$ cat src/sv/ukol_pkg.sv
`default_nettype none

package ukol_pkg;

  localparam int unsigned CAPACITY_DEF = 64;
  localparam int unsigned KEY_W        = 32;
  localparam int unsigned OP_W         = 3;
  localparam int unsigned STATUS_W     = 3;
  localparam int unsigned POS_W        = 7;
  localparam int unsigned QUEUE_DEPTH  = 2;

  typedef enum logic [OP_W-1:0] {
    OP_APPEND = 3'd0,
    OP_DELETE = 3'd1,
    OP_INSERT = 3'd2,
    OP_SEARCH = 3'd3,
    OP_UPDATE = 3'd4,
    OP_DUMP   = 3'd5
  } op_code_e;

  typedef enum logic [2:0] {
    CMD_APPEND,
    CMD_DELETE,
    CMD_INSERT,
    CMD_SEARCH,
    CMD_UPDATE,
    CMD_DUMP,
    CMD_NONE
  } cmd_e;

  typedef enum logic [STATUS_W-1:0] {
    ST_OK       = 3'd0,
    ST_DUP      = 3'd1,
    ST_NOTFOUND = 3'd2,
    ST_BADPOS   = 3'd3,
    ST_FULL     = 3'd4
  } status_e;

  typedef struct packed {
    cmd_e             kind;
    logic [KEY_W-1:0] key;
    logic [KEY_W-1:0] target;
    logic             tgt_in_range;
    logic [POS_W-1:0] tgt_pos;
  } cmd_t;

endpackage

`default_nettype wire

$ cat src/sv/ukol_front.sv
`default_nettype none

module ukol_front (
  input  wire logic                              clk_i,
  input  wire logic                              rst_ni,
  input  wire logic                              in_valid_i,
  output logic                                   in_stall_o,
  input  wire logic [ukol_pkg::OP_W-1:0]         op_i,
  input  wire logic [ukol_pkg::KEY_W-1:0]        key_i,
  input  wire logic [ukol_pkg::KEY_W-1:0]        target_i,
  output logic                                   cmd_valid_o,
  output ukol_pkg::cmd_t                         cmd_o,
  input  wire logic                              cmd_pop_i
);

  localparam int unsigned PTR_W  = $clog2(ukol_pkg::QUEUE_DEPTH);
  localparam int unsigned FILL_W = $clog2(ukol_pkg::QUEUE_DEPTH + 1);

  ukol_pkg::cmd_t     slot_q [ukol_pkg::QUEUE_DEPTH];
  logic [PTR_W-1:0]   wr_ptr_q, wr_ptr_d;
  logic [PTR_W-1:0]   rd_ptr_q, rd_ptr_d;
  logic [FILL_W-1:0]  fill_q, fill_d;
  logic               full, empty, push, pop;
  ukol_pkg::cmd_t     dec;

  // classify the op and pre-check the insert position range
  always_comb begin
    dec = '0;
    dec.key          = key_i;
    dec.target       = target_i;
    dec.tgt_in_range = !target_i[ukol_pkg::KEY_W-1]
                       && (target_i[ukol_pkg::KEY_W-1:ukol_pkg::POS_W] == '0)
                       && (target_i[ukol_pkg::POS_W-1:0] != '0);
    dec.tgt_pos      = target_i[ukol_pkg::POS_W-1:0];
    unique case (op_i)
      ukol_pkg::OP_APPEND: dec.kind = ukol_pkg::CMD_APPEND;
      ukol_pkg::OP_DELETE: dec.kind = ukol_pkg::CMD_DELETE;
      ukol_pkg::OP_INSERT: dec.kind = ukol_pkg::CMD_INSERT;
      ukol_pkg::OP_SEARCH: dec.kind = ukol_pkg::CMD_SEARCH;
      ukol_pkg::OP_UPDATE: dec.kind = ukol_pkg::CMD_UPDATE;
      ukol_pkg::OP_DUMP:   dec.kind = ukol_pkg::CMD_DUMP;
      default:             dec.kind = ukol_pkg::CMD_NONE;
    endcase
  end

  assign full        = (fill_q == FILL_W'(ukol_pkg::QUEUE_DEPTH));
  assign empty       = (fill_q == '0);
  assign in_stall_o  = full;
  assign push        = in_valid_i && !full;
  assign pop         = cmd_pop_i && !empty;
  assign cmd_valid_o = !empty;
  assign cmd_o       = slot_q[rd_ptr_q];

  always_comb begin
    wr_ptr_d = push ? PTR_W'(wr_ptr_q + 1'b1) : wr_ptr_q;
    rd_ptr_d = pop ? PTR_W'(rd_ptr_q + 1'b1) : rd_ptr_q;
    fill_d   = fill_q;
    if (push && !pop) begin
      fill_d = FILL_W'(fill_q + 1'b1);
    end else if (pop && !push) begin
      fill_d = FILL_W'(fill_q - 1'b1);
    end
  end

  always_ff @(posedge clk_i or negedge rst_ni) begin
    if (!rst_ni) begin
      wr_ptr_q <= '0;
      rd_ptr_q <= '0;
      fill_q   <= '0;
    end else begin
      wr_ptr_q <= wr_ptr_d;
      rd_ptr_q <= rd_ptr_d;
      fill_q   <= fill_d;
    end
  end

  always_ff @(posedge clk_i) begin
    if (push) begin
      slot_q[wr_ptr_q] <= dec;
    end
  end

endmodule

`default_nettype wire

$ cat src/sv/ukol_engine.sv
`default_nettype none

module ukol_engine #(
  parameter int unsigned CAPACITY = ukol_pkg::CAPACITY_DEF
) (
  input  wire logic                              clk_i,
  input  wire logic                              rst_ni,
  input  wire logic                              cmd_valid_i,
  input  wire ukol_pkg::cmd_t                    cmd_i,
  output logic                                   cmd_pop_o,
  output logic                                   out_valid_o,
  input  wire logic                              out_stall_i,
  output logic [ukol_pkg::STATUS_W-1:0]          status_o,
  output logic [ukol_pkg::POS_W-1:0]             position_o,
  output logic [ukol_pkg::KEY_W-1:0]             entry_key_o,
  output logic                                   has_entry_o,
  output logic [ukol_pkg::POS_W-1:0]             count_o,
  output logic                                   last_o
);

  localparam int unsigned IDX_W = $clog2(CAPACITY);
  localparam int unsigned CNT_W = $clog2(CAPACITY + 1);
  localparam int unsigned KW    = ukol_pkg::KEY_W;

  typedef enum logic [7:0] {
    S_IDLE      = 8'b0000_0001,
    S_SCAN      = 8'b0000_0010,
    S_DECIDE    = 8'b0000_0100,
    S_SHIFT     = 8'b0000_1000,
    S_FINISH    = 8'b0001_0000,
    S_RESULT    = 8'b0010_0000,
    S_DUMP_RD   = 8'b0100_0000,
    S_DUMP_WAIT = 8'b1000_0000
  } state_e;

  logic [KW-1:0]     mem [CAPACITY];
  logic [KW-1:0]     rdata_q;
  logic              mem_re, mem_we;
  logic [IDX_W-1:0]  mem_raddr, mem_waddr;
  logic [KW-1:0]     mem_wdata;

  state_e            state_q, state_d;
  ukol_pkg::cmd_t    cmd_q, cmd_d;
  logic [CNT_W-1:0]  count_q, count_d;
  logic [CNT_W-1:0]  ptr_q, ptr_d;
  logic              rd_pend_q, rd_pend_d;
  logic [CNT_W-1:0]  rd_idx_q, rd_idx_d;
  logic              fk_q, fk_d, ft_q, ft_d;
  logic [CNT_W-1:0]  fk_idx_q, fk_idx_d, ft_idx_q, ft_idx_d;
  logic [CNT_W-1:0]  src_q, src_d;
  logic [CNT_W-1:0]  mv_left_q, mv_left_d;
  logic              mv_pend_q, mv_pend_d;
  logic [CNT_W-1:0]  mv_dst_q, mv_dst_d;
  logic [CNT_W-1:0]  ins_p_q, ins_p_d;

  ukol_pkg::status_e res_status_q, res_status_d;
  logic [CNT_W-1:0]  res_pos_q, res_pos_d;
  logic [KW-1:0]     res_key_q, res_key_d;
  logic              res_has_q, res_has_d;

  logic              out_valid_q, out_valid_d;
  logic [ukol_pkg::STATUS_W-1:0] out_status_q, out_status_d;
  logic [CNT_W-1:0]  out_pos_q, out_pos_d;
  logic [KW-1:0]     out_key_q, out_key_d;
  logic              out_has_q, out_has_d;
  logic [CNT_W-1:0]  out_cnt_q, out_cnt_d;
  logic              out_last_q, out_last_d;

  logic              out_free, is_full, pos_bad, dump_last;
  logic [CNT_W-1:0]  p_new;

  assign out_free  = !out_valid_q || !out_stall_i;
  assign is_full   = (count_q == CNT_W'(CAPACITY));
  assign pos_bad   = !cmd_i.tgt_in_range
                     || (cmd_i.tgt_pos > ukol_pkg::POS_W'(count_q) + ukol_pkg::POS_W'(1));
  assign p_new     = CNT_W'(cmd_i.tgt_pos - ukol_pkg::POS_W'(1));
  assign dump_last = (CNT_W'(ptr_q + 1'b1) == count_q);

  always_comb begin
    state_d      = state_q;
    cmd_d        = cmd_q;
    count_d      = count_q;
    ptr_d        = ptr_q;
    rd_pend_d    = rd_pend_q;
    rd_idx_d     = rd_idx_q;
    fk_d         = fk_q;
    fk_idx_d     = fk_idx_q;
    ft_d         = ft_q;
    ft_idx_d     = ft_idx_q;
    src_d        = src_q;
    mv_left_d    = mv_left_q;
    mv_pend_d    = mv_pend_q;
    mv_dst_d     = mv_dst_q;
    ins_p_d      = ins_p_q;
    res_status_d = res_status_q;
    res_pos_d    = res_pos_q;
    res_key_d    = res_key_q;
    res_has_d    = res_has_q;
    out_valid_d  = out_valid_q && out_stall_i;
    out_status_d = out_status_q;
    out_pos_d    = out_pos_q;
    out_key_d    = out_key_q;
    out_has_d    = out_has_q;
    out_cnt_d    = out_cnt_q;
    out_last_d   = out_last_q;
    cmd_pop_o    = 1'b0;
    mem_re       = 1'b0;
    mem_raddr    = ptr_q[IDX_W-1:0];
    mem_we       = 1'b0;
    mem_waddr    = count_q[IDX_W-1:0];
    mem_wdata    = cmd_q.key;

    unique case (state_q)
      S_IDLE: begin
        if (cmd_valid_i) begin
          cmd_pop_o    = 1'b1;
          cmd_d        = cmd_i;
          fk_d         = 1'b0;
          ft_d         = 1'b0;
          ptr_d        = '0;
          rd_pend_d    = 1'b0;
          ins_p_d      = p_new;
          res_status_d = ukol_pkg::ST_OK;
          res_pos_d    = '0;
          res_key_d    = '0;
          res_has_d    = 1'b0;
          priority if (cmd_i.kind == ukol_pkg::CMD_NONE) begin
            state_d = S_RESULT;
          end else if (cmd_i.kind == ukol_pkg::CMD_DUMP) begin
            state_d = (count_q == '0) ? S_RESULT : S_DUMP_RD;
          end else if (cmd_i.kind == ukol_pkg::CMD_INSERT && pos_bad) begin
            res_status_d = ukol_pkg::ST_BADPOS;
            state_d      = S_RESULT;
          end else begin
            state_d = S_SCAN;
          end
        end
      end

      S_SCAN: begin
        if (ptr_q != count_q) begin
          mem_re    = 1'b1;
          rd_pend_d = 1'b1;
          rd_idx_d  = ptr_q;
          ptr_d     = CNT_W'(ptr_q + 1'b1);
        end else begin
          rd_pend_d = 1'b0;
        end
        if (rd_pend_q) begin
          if (rdata_q == cmd_q.key) begin
            fk_d     = 1'b1;
            fk_idx_d = rd_idx_q;
          end
          if (rdata_q == cmd_q.target) begin
            ft_d     = 1'b1;
            ft_idx_d = rd_idx_q;
          end
        end else if (ptr_q == count_q) begin
          state_d = S_DECIDE;
        end
      end

      S_DECIDE: begin
        state_d   = S_RESULT;
        mv_pend_d = 1'b0;
        unique case (cmd_q.kind)
          ukol_pkg::CMD_APPEND: begin
            priority if (fk_q) begin
              res_status_d = ukol_pkg::ST_DUP;
            end else if (is_full) begin
              res_status_d = ukol_pkg::ST_FULL;
            end else begin
              mem_we    = 1'b1;
              mem_waddr = count_q[IDX_W-1:0];
              count_d   = CNT_W'(count_q + 1'b1);
              res_pos_d = CNT_W'(count_q + 1'b1);
              res_key_d = cmd_q.key;
              res_has_d = 1'b1;
            end
          end
          ukol_pkg::CMD_DELETE: begin
            if (!fk_q) begin
              res_status_d = ukol_pkg::ST_NOTFOUND;
            end else begin
              src_d     = CNT_W'(fk_idx_q + 1'b1);
              mv_left_d = CNT_W'(count_q - fk_idx_q - 1'b1);
              res_pos_d = CNT_W'(fk_idx_q + 1'b1);
              res_key_d = cmd_q.key;
              res_has_d = 1'b1;
              state_d   = S_SHIFT;
            end
          end
          ukol_pkg::CMD_INSERT: begin
            priority if (fk_q) begin
              res_status_d = ukol_pkg::ST_DUP;
            end else if (is_full) begin
              res_status_d = ukol_pkg::ST_FULL;
            end else begin
              src_d     = CNT_W'(count_q - 1'b1);
              mv_left_d = CNT_W'(count_q - ins_p_q);
              res_pos_d = CNT_W'(ins_p_q + 1'b1);
              res_key_d = cmd_q.key;
              res_has_d = 1'b1;
              state_d   = S_SHIFT;
            end
          end
          ukol_pkg::CMD_SEARCH: begin
            if (!fk_q) begin
              res_status_d = ukol_pkg::ST_NOTFOUND;
            end else begin
              res_pos_d = CNT_W'(fk_idx_q + 1'b1);
              res_key_d = cmd_q.key;
              res_has_d = 1'b1;
            end
          end
          ukol_pkg::CMD_UPDATE: begin
            priority if (fk_q) begin
              res_status_d = ukol_pkg::ST_DUP;
            end else if (!ft_q) begin
              res_status_d = ukol_pkg::ST_NOTFOUND;
            end else begin
              mem_we    = 1'b1;
              mem_waddr = ft_idx_q[IDX_W-1:0];
              res_pos_d = CNT_W'(ft_idx_q + 1'b1);
              res_key_d = cmd_q.key;
              res_has_d = 1'b1;
            end
          end
          default: begin
            res_status_d = ukol_pkg::ST_OK;
          end
        endcase
      end

      S_SHIFT: begin
        if (mv_left_q != '0) begin
          mem_re    = 1'b1;
          mem_raddr = src_q[IDX_W-1:0];
          mv_pend_d = 1'b1;
          mv_left_d = CNT_W'(mv_left_q - 1'b1);
          if (cmd_q.kind == ukol_pkg::CMD_INSERT) begin
            mv_dst_d = CNT_W'(src_q + 1'b1);
            src_d    = CNT_W'(src_q - 1'b1);
          end else begin
            mv_dst_d = CNT_W'(src_q - 1'b1);
            src_d    = CNT_W'(src_q + 1'b1);
          end
        end else begin
          mv_pend_d = 1'b0;
        end
        if (mv_pend_q) begin
          mem_we    = 1'b1;
          mem_waddr = mv_dst_q[IDX_W-1:0];
          mem_wdata = rdata_q;
        end else if (mv_left_q == '0) begin
          state_d = S_FINISH;
        end
      end

      S_FINISH: begin
        state_d = S_RESULT;
        if (cmd_q.kind == ukol_pkg::CMD_INSERT) begin
          mem_we    = 1'b1;
          mem_waddr = ins_p_q[IDX_W-1:0];
          count_d   = CNT_W'(count_q + 1'b1);
        end else begin
          count_d   = CNT_W'(count_q - 1'b1);
        end
      end

      S_RESULT: begin
        if (out_free) begin
          out_valid_d  = 1'b1;
          out_status_d = res_status_q;
          out_pos_d    = res_has_q ? res_pos_q : '0;
          out_key_d    = res_has_q ? res_key_q : '0;
          out_has_d    = res_has_q;
          out_cnt_d    = count_q;
          out_last_d   = 1'b1;
          state_d      = S_IDLE;
        end
      end

      S_DUMP_RD: begin
        mem_re  = 1'b1;
        state_d = S_DUMP_WAIT;
      end

      S_DUMP_WAIT: begin
        if (out_free) begin
          out_valid_d  = 1'b1;
          out_status_d = ukol_pkg::ST_OK;
          out_pos_d    = CNT_W'(ptr_q + 1'b1);
          out_key_d    = rdata_q;
          out_has_d    = 1'b1;
          out_cnt_d    = count_q;
          out_last_d   = dump_last;
          if (dump_last) begin
            state_d = S_IDLE;
          end else begin
            ptr_d   = CNT_W'(ptr_q + 1'b1);
            state_d = S_DUMP_RD;
          end
        end
      end

      default: begin
        state_d = S_IDLE;
      end
    endcase
  end

  always_ff @(posedge clk_i) begin
    if (mem_we) begin
      mem[mem_waddr] <= mem_wdata;
    end
    if (mem_re) begin
      rdata_q <= mem[mem_raddr];
    end
  end

  always_ff @(posedge clk_i or negedge rst_ni) begin
    if (!rst_ni) begin
      state_q     <= S_IDLE;
      count_q     <= '0;
      rd_pend_q   <= 1'b0;
      mv_pend_q   <= 1'b0;
      out_valid_q <= 1'b0;
    end else begin
      state_q     <= state_d;
      count_q     <= count_d;
      rd_pend_q   <= rd_pend_d;
      mv_pend_q   <= mv_pend_d;
      out_valid_q <= out_valid_d;
    end
  end

  always_ff @(posedge clk_i) begin
    cmd_q        <= cmd_d;
    ptr_q        <= ptr_d;
    rd_idx_q     <= rd_idx_d;
    fk_q         <= fk_d;
    fk_idx_q     <= fk_idx_d;
    ft_q         <= ft_d;
    ft_idx_q     <= ft_idx_d;
    src_q        <= src_d;
    mv_left_q    <= mv_left_d;
    mv_dst_q     <= mv_dst_d;
    ins_p_q      <= ins_p_d;
    res_status_q <= res_status_d;
    res_pos_q    <= res_pos_d;
    res_key_q    <= res_key_d;
    res_has_q    <= res_has_d;
    out_status_q <= out_status_d;
    out_pos_q    <= out_pos_d;
    out_key_q    <= out_key_d;
    out_has_q    <= out_has_d;
    out_cnt_q    <= out_cnt_d;
    out_last_q   <= out_last_d;
  end

  assign out_valid_o = out_valid_q;
  assign status_o    = out_status_q;
  assign position_o  = ukol_pkg::POS_W'(out_pos_q);
  assign entry_key_o = out_key_q;
  assign has_entry_o = out_has_q;
  assign count_o     = ukol_pkg::POS_W'(out_cnt_q);
  assign last_o      = out_last_q;

endmodule

`default_nettype wire

$ cat src/sv/unique_key_ordered_list.sv
// Ordered table of unique signed 32-bit keys with append, delete, insert,
// search, update and dump operations.
// Input channel: in_valid_i / in_stall_o with op_i, key_i, target_i. A
// transfer happens on a rising edge with valid high and stall low. A two-entry
// command queue takes transfers while the table engine is busy; stall rises
// only when that queue is full.
// Output channel: out_valid_o / out_stall_i with status_o, position_o,
// entry_key_o, has_entry_o, count_o, last_o. Every op gives one result with
// last_o set; dump gives one result per entry (one with has_entry_o low when
// the table is empty), last_o marking the final one.
// The engine scans the table through its single memory read port one entry
// per cycle, then decides the op; delete and insert then shift the entries
// behind the position one at a time before the result. Dump reads one entry
// and issues its result before reading the next. An unused op, a bad insert
// position or a dump of an empty table goes to the result without a scan. One
// op runs at a time; the next starts the cycle after the last result is issued.
// While out_stall_i is high with a valid result, the result register holds
// and the engine waits at its next result; the queue keeps taking transfers
// until it is full. Reset empties the table (count zero) and the queue; the key
// memory is not cleared and entries beyond the count are never read.
`default_nettype none

module unique_key_ordered_list #(
  parameter int unsigned CAPACITY = ukol_pkg::CAPACITY_DEF
) (
  input  wire logic                              clk_i,
  input  wire logic                              rst_ni,
  input  wire logic                              in_valid_i,
  output logic                                   in_stall_o,
  input  wire logic [ukol_pkg::OP_W-1:0]         op_i,
  input  wire logic signed [ukol_pkg::KEY_W-1:0] key_i,
  input  wire logic signed [ukol_pkg::KEY_W-1:0] target_i,
  output logic                                   out_valid_o,
  input  wire logic                              out_stall_i,
  output logic [ukol_pkg::STATUS_W-1:0]          status_o,
  output logic [ukol_pkg::POS_W-1:0]             position_o,
  output logic signed [ukol_pkg::KEY_W-1:0]      entry_key_o,
  output logic                                   has_entry_o,
  output logic [ukol_pkg::POS_W-1:0]             count_o,
  output logic                                   last_o
);

  logic                          cmd_valid;
  logic                          cmd_pop;
  ukol_pkg::cmd_t                cmd;
  logic [ukol_pkg::KEY_W-1:0]    entry_key;

  ukol_front u_front (
    .clk_i       (clk_i),
    .rst_ni      (rst_ni),
    .in_valid_i  (in_valid_i),
    .in_stall_o  (in_stall_o),
    .op_i        (op_i),
    .key_i       ($unsigned(key_i)),
    .target_i    ($unsigned(target_i)),
    .cmd_valid_o (cmd_valid),
    .cmd_o       (cmd),
    .cmd_pop_i   (cmd_pop)
  );

  ukol_engine #(
    .CAPACITY (CAPACITY)
  ) u_engine (
    .clk_i       (clk_i),
    .rst_ni      (rst_ni),
    .cmd_valid_i (cmd_valid),
    .cmd_i       (cmd),
    .cmd_pop_o   (cmd_pop),
    .out_valid_o (out_valid_o),
    .out_stall_i (out_stall_i),
    .status_o    (status_o),
    .position_o  (position_o),
    .entry_key_o (entry_key),
    .has_entry_o (has_entry_o),
    .count_o     (count_o),
    .last_o      (last_o)
  );

  assign entry_key_o = $signed(entry_key);

endmodule

`default_nettype wire
$ cat config.mk
export PLATFORM = sky130hd
export DESIGN_NAME = unique_key_ordered_list
export DESIGN_NICKNAME = d
export VERILOG_FILES = /design/src/sv/ukol_pkg.sv /design/src/sv/ukol_front.sv /design/src/sv/ukol_engine.sv /design/src/sv/unique_key_ordered_list.sv
export SDC_FILE = /design/constraint.sdc
export NUM_CORES = 2
export LEC_CHECK = 0
export BUFFER_PORTS_ARGS = -buffer_cell sky130_fd_sc_hd__buf_2
export CORE_ASPECT_RATIO = 1.1
export CORE_MARGIN = 2
export CORE_UTILIZATION = 50
export CTS_CLUSTER_SIZE = 25
export DETAILED_ROUTE_END_ITERATION = 8
export PLACE_DENSITY = 0.64
export SYNTH_ARGS = -nofsm -noshare
export SYNTH_HDL_FRONTEND = slang
export SYNTH_SLANG_ARGS = --single-unit
$ cat constraint.sdc
create_clock -name clk_i -period 4.39 [get_ports clk_i]
set_input_delay 0.2195 -clock clk_i [delete_from_list [all_inputs] [get_ports clk_i]]
set_output_delay 0.2195 -clock clk_i [all_outputs]
set_load 0.1 [all_outputs]
Yosys cells after proc, flatten, opt, wreduce, memory -nomap -nowiden
Memories as Yosys holds them, arrays and structs flattened. A register that Yosys moved wholly into a read port is not among the register bits.
Index checks and enable logic that the tools add are counted.
{"block": "word_totals", "register_bits": 240, "n_memories": 2, "ramBits": 2198, "in_bits": 71, "wordCells": 294, "output_inout_bits": 53}
{"block": "classes", "magnitude_cmp": 1, "addsub": 17, "reduce_logical": 53, "eq_ne": 59, "muxes": 130, "bitwise": 1}
{"memory": "u_engine.mem", "depth": 64, "width": 32, "rd": 1, "rd_ports_with_merged_regs": 1, "write_ports": 1, "line": "ukol_engine.sv:36", "source": "logic [KW-1:0] mem [CAPACITY];"}
{"memory": "u_front.slot_q", "depth": 2, "width": 75, "rd": 1, "rd_ports_with_merged_regs": 0, "write_ports": 1, "line": "ukol_front.sv:19", "source": "ukol_pkg::cmd_t slot_q [ukol_pkg::QUEUE_DEPTH];"}
{"cell": "2-to-1 mux 32 bit", "count": 11}
{"cell": "2-to-1 mux 7 bit", "count": 26}
{"cell": "one-hot mux 32 bit (2 select lines)", "count": 2}
{"cell": "one-hot mux 7 bit (2 select lines)", "count": 7}
{"cell": "one-hot mux 32 bit (3 select lines)", "count": 1}
{"cell": "2-to-1 mux 8 bit", "count": 10}
{"cell": "2-to-1 mux 6 bit", "count": 11}
{"cell": "== test 32 bit", "count": 2}
{"cell": "one-hot mux 8 bit (8 select lines)", "count": 1}
{"cell": "adder 7 x 1 -> 7 bit (second input constant)", "count": 6}
{"cell": "subtractor 7 x 1 -> 7 bit (second input constant)", "count": 5}
{"cell": "2-to-1 mux 3 bit", "count": 10}
{"cell": "2-to-1 mux 1 bit", "count": 29}
{"cell": "one-hot mux 7 bit (4 select lines)", "count": 1}
{"cell": "logical NOT 25 bit", "count": 1}
{"cell": "inequality test 3 bit (second input constant)", "count": 8}
{"cell": "one-hot mux 7 bit (3 select lines)", "count": 1}
{"cell": "inequality test 2 x 1 -> 1 bit (second input constant)", "count": 9}
{"cell": "one-hot mux 3 bit (6 select lines)", "count": 1}
{"cell": "one-hot mux 6 bit (3 select lines)", "count": 1}
{"cell": "one-hot mux 1 bit (2 select lines)", "count": 8}
{"cell": "one-hot mux 8 bit (2 select lines)", "count": 1}
{"cell": "== test 3 x 2 -> 1 bit (second input constant)", "count": 5}
{"cell": "== test 3 bit (second input constant)", "count": 5}
{"cell": "other kinds (46)", "count": 99}

Longest topological paths before layout
{"block": "logic_depth", "word_depth": 9, "mapped_depth": 14, "ltp_nobuf": 13}

Hierarchy
A second synthesis with hierarchy kept.
{"block": "hier_totals", "cells_unflattened": 6868, "hier_area_um2": 97375.9}
{"mod": "ukol_engine", "cells_each": 6615, "area_per_inst_um2": 92122.1, "instances": 1, "seq_area_each_um2": 69427.8}
{"mod": "ukol_front", "cells_each": 253, "area_per_inst_um2": 5253.8, "instances": 1, "seq_area_each_um2": 4184.0}

Worst setup path after synthesis
Ideal clock, no wire load.
{"block": "synth_timing", "path_kind": "register -> register", "startpoint": "register u_engine.state_q[5]", "endpoint": "memory u_engine.mem[56][0] (netlist bit), enable pin", "synth_period_minus_slack_ns": 4.317, "path_buffers": 2, "stages_incl_launch_ff": 11, "setup_ns": 0.425, "t_required_ns": 3.965, "arrival_ns": 3.892, "slack_ns": 0.073, "path_cell_list": "dfrtp_1 or4_1 or2_0 clkbuf_1 nand3_1 o2111ai_1 buf_2 o21a_1 nor3_1 nand2_1 nor2b_1"}
{"block": "synth_between", "elab_chain_cells": 4, "word_cells_on_any_way": 7, "classes_between": "3 x eq/ne; 4 x mux"}
{"element": "start, declared", "line": "ukol_engine.sv:42", "source": "state_e state_q, state_d;"}
{"element": "start signal, assigned", "line": "ukol_engine.sv:330", "source": "state_q <= state_d;"}
{"element": "== test 8 x 5 -> 1 bit (tied with other cells)", "line": "ukol_engine.sv:113", "source": "unique case (state_q)"}
{"element": "one-hot mux 1 bit (3 select lines)", "line": "ukol_engine.sv:113"}
{"element": "2-to-1 mux 1 bit", "line": "ukol_engine.sv:314", "source": "if (mem_we) begin"}
{"element": "2-to-1 mux 1 bit (implied by the code)", "line": "ukol_engine.sv:315", "source": "mem[mem_waddr] <= mem_wdata;"}
{"element": "end, declared", "line": "ukol_engine.sv:36"}
Several ways; a longest one is shown, not always the timed one.

Final worst setup path
{"block": "layout_timing", "startpoint": "register u_engine.state_q[5]", "endpoint": "register u_engine.rdata_q[19] (read register of u_engine.mem) (data pin)"}
{"block": "layout_between", "elab_chain_cells": 2, "word_cells_on_any_way": 5, "classes_between": "3 x eq/ne; 2 x mux"}
{"element": "== test 8 x 7 -> 1 bit (tied with other cells)", "line": "ukol_engine.sv:113"}
{"element": "one-hot mux 1 bit (3 select lines) / 2-to-1 mux 6 bit (equally long branches)", "line": "ukol_engine.sv:113"}
{"element": "end, declared", "line": "ukol_engine.sv:37", "source": "logic [KW-1:0] rdata_q;"}
Several ways; a longest one is shown, not always the timed one.
A chain may end at the register's enable or synchronous reset.

==> results.toml <==
[final_layout]
mostFrequentLayoutCells = "edfxtp_1 (2,433), nand2_1 (1,752), nand3_1 (580), mux2i_1 (263), buf_4 (248)"
layout_commonest_cell = "edfxtp_1"
nNetsFinal = 7322
postLayoutCoreUtil_pct = 58.3
area_growth_pct = 15.8
finalInstanceArea_mm2 = 0.112
drive_above_1_share_pct = 13.8
fin_cells = 9983

[worst_setup_path]
critPathKind = "flip-flop to flip-flop"
critPathLaunchType = "flip-flop"
slowest_stage = "or4_1"
arrival_ns = 4.90
cp_max_fo = 42
path_cells = "or4_1 -> a211o_1 -> clkinv_2 -> mux2i_4 -> buf_12 -> buf_12 -> buf_4 -> mux2i_1 -> a32oi_1 -> and3_1 -> a31oi_1 -> nand4_1"
cp_slowest_stage_delay_ns = 0.60
worstPathRequired_ns = 5.00
end_kind = "flip-flop"
crit_top_cell = "buf_12"
rrSetupSlack_ns = 0.1

[sta]
fmax_ghz = 0.233
finClkSkew_ns = 0.0796
fin_crit_sh_pct = 97.8
slew_violations = 0
hold_viol = 0
max_slew_margin_pct = 35.5
rsz0062_at_grt = "no"
setup_tns_ns = 0
fin_crit_ns = 4.29
worstMarginPinSlew_ns = 0.964
finalSetupViolations = 0

[clocking]
cts.root.buffer_cell = "clkbuf_16"
clock-sinks = 2455
cts_max_level = 4
clk_path_buf_depth = 3
cts.clk_slew.worst_paths_ns = 0.06
clk_latency_ns = 0.89
cts_tree = "done"
cts_inserted_buffers = 232

[synthesis]
yosysWarnings = 0
syn_area_mm2 = 0.0971
synth-edff-count = 2433
async_flop_share_pct = 0.896
syn_inst = 6810
syn_avg_cell_area_um2 = 14.3
yosysSeqAreaShare_pct = 75.8
synthFlopType = "edfxtp_1"
ys_seq_elements = 2455
synth_cell_types = 70
synthesis.nets = 6913

[floorplanning]
core_area_mm2 = 0.193
dieHeight_um = 466
die_w_um = 424
io_pins = 124
rows = 169
dieArea_mm2 = 0.198
start_util_pct = 50.3

[power]
ir_drop_mv = 0.487
p_leak_nw = 38.5
p_per_area_mw_per_mm2 = 662

[routing]
antenna_left = 0
drt_drc_violations_left = 0
first_pass_iters = 9
viasPerCell = 6.09
drt_iter0_markers = 8212
wl_per_cell_um = 28.4
num_vias = 60800
finalWirelength_mm = 284

[global_routing]
grt_pass1_vias = 58500
grt_pass1_wl_mm = 408
grt_antenna_before_repair = 18
grt_max_degree = 80
grt_use_total_pct = 28.3
gr-total-overflow = 0

[placement]
gp_congestion = 0.929
dpl.hpwl_mm = 175
dp.cells = 9476
dpl_cell_area_mm2 = 0.104
port_buffers = 123

[min_path]
hold_path.class = "input port to flip-flop"

[flow_run]
drv_cap = 0

[outcome]
status = "completed"
[layout make-up]
| type | instances | area (um^2) |
|---|---|---|
| Fill cell | 14700 | 80400 |
| Sequential cell | 2455 | 73600 |
| Multi-Input combinational cell | 3915 | 22300 |
| Clock buffer | 289 | 6080 |
| Timing Repair Buffer | 577 | 5890 |
| Tap cell | 2565 | 3210 |
| Clock inverter | 136 | 1240 |
| Inverter | 38 | 144 |
| Antenna cell | 8 | 20.0 |
[timing repair]
item / CTS / global route
setup endpoints to repair: 0 / 480
gates resized for setup: 0 / 10
hold buffers: 72 / 0
hold endpoints to repair: 197 / 0
setup buffers: 0 / 2
[layer usage]
metal	global-route usage, %	wire length, um
met3	4.44	26900
met4	12.9	14000
met5	0	71
met1	38.6	109000
met2	45.1	133000
[cells in the mapped netlist (29+ instances only)]
library cell	number	area, um^2
nor2_1	127	477
and3_1	38	238
and4_1	31	272
clkbuf_1	174	653
a31oi_1	127	795
nand2_1	1789	6720
mux2_2	68	766
ha_1	30	375
and2_1	39	244
a222oi_1	32	320
nand4_1	235	1470
a21oi_1	39	195
edfxtp_1	2433	73100
inv_1	37	139
buf_2	184	921
mux2i_1	263	2630
nand3_1	580	2900
buf_1	32	120
xor2_1	92	806
o21ai_0	29	145
xnor2_1	46	403
a32oi_1	166	1450
[path summary, 6_finish.rpt]
check | depth (start not counted) | startpoint | endpoint
max | 12 | u_engine.state_q[5] | u_engine.rdata_q[19]
min | 2 | key_i[11] | u_front.slot_q[1][51]
max in group asynchronous | 4 | rst_ni | u_front.rd_ptr_q
max reg2reg | 12 | u_engine.state_q[5] | u_engine.rdata_q[19]
min reg2reg | 0 | u_engine.rd_idx_q[5] | u_engine.ft_idx_q[5]
min in group asynchronous | 3 | rst_ni | u_engine.state_q[0]
[sequential cells by signal, indices dropped and copies added (netlist names), 8 cells and up]
register,cells
u_engine.res_key_q,32
u_engine.rdata_q,32
u_engine.state_q,8
u_engine.cmd_q,67
u_front.slot_q,136
u_engine.entry_key_o,32
u_engine.mem,2048
[worst max-delay path, delay by kind of cell, from the launching register on]
| kind | cells | cell delay, ns |
|---|---|---|
| AOI/OAI and AO/OA | 3 | 0.82 |
| DFF | 1 | 0.45 |
| buffers and inverters | 4 | 1.06 |
| muxes | 2 | 0.63 |
| and+or+nand+nor | 3 | 0.96 |
[per-stage QoR]
stage	power, mW	setup slack, ns	hold slack [ns]
after floorplan	44.0	0.0731	-0.0761
after global placement	54.6	0.0219	0.255
after detailed placement	55.0	0.0518	0.263
after CTS	74.3	0.0333	0.00277
after global routing	76.8	0.000254	0.0431
final	74.4	0.0964	0.0680
[cell families after synthesis]
family / count (synthesis) / share of synthesized area (%)
xor gates and xnor gates: 138 / 1.24
DFF: 2455 / 75.8
AOI/OAI and AO/OA: 461 / 3.56
and+or+nand+nor: 2952 / 13.4
buffers and inverters: 440 / 1.99
adders and majority gates: 32 / 0.428
muxes: 332 / 3.51
[where the power goes]
part / leakage (nW) / switching [mW] / total, mW / internal [mW]
Sequential: 22.3 / 0.923 / 31.1 / 30.2
Combinational: 12.6 / 17.2 / 23.8 / 6.63
Clock: 3.56 / 8.65 / 19.5 / 10.8
Power figures use the tool's default switching activity.
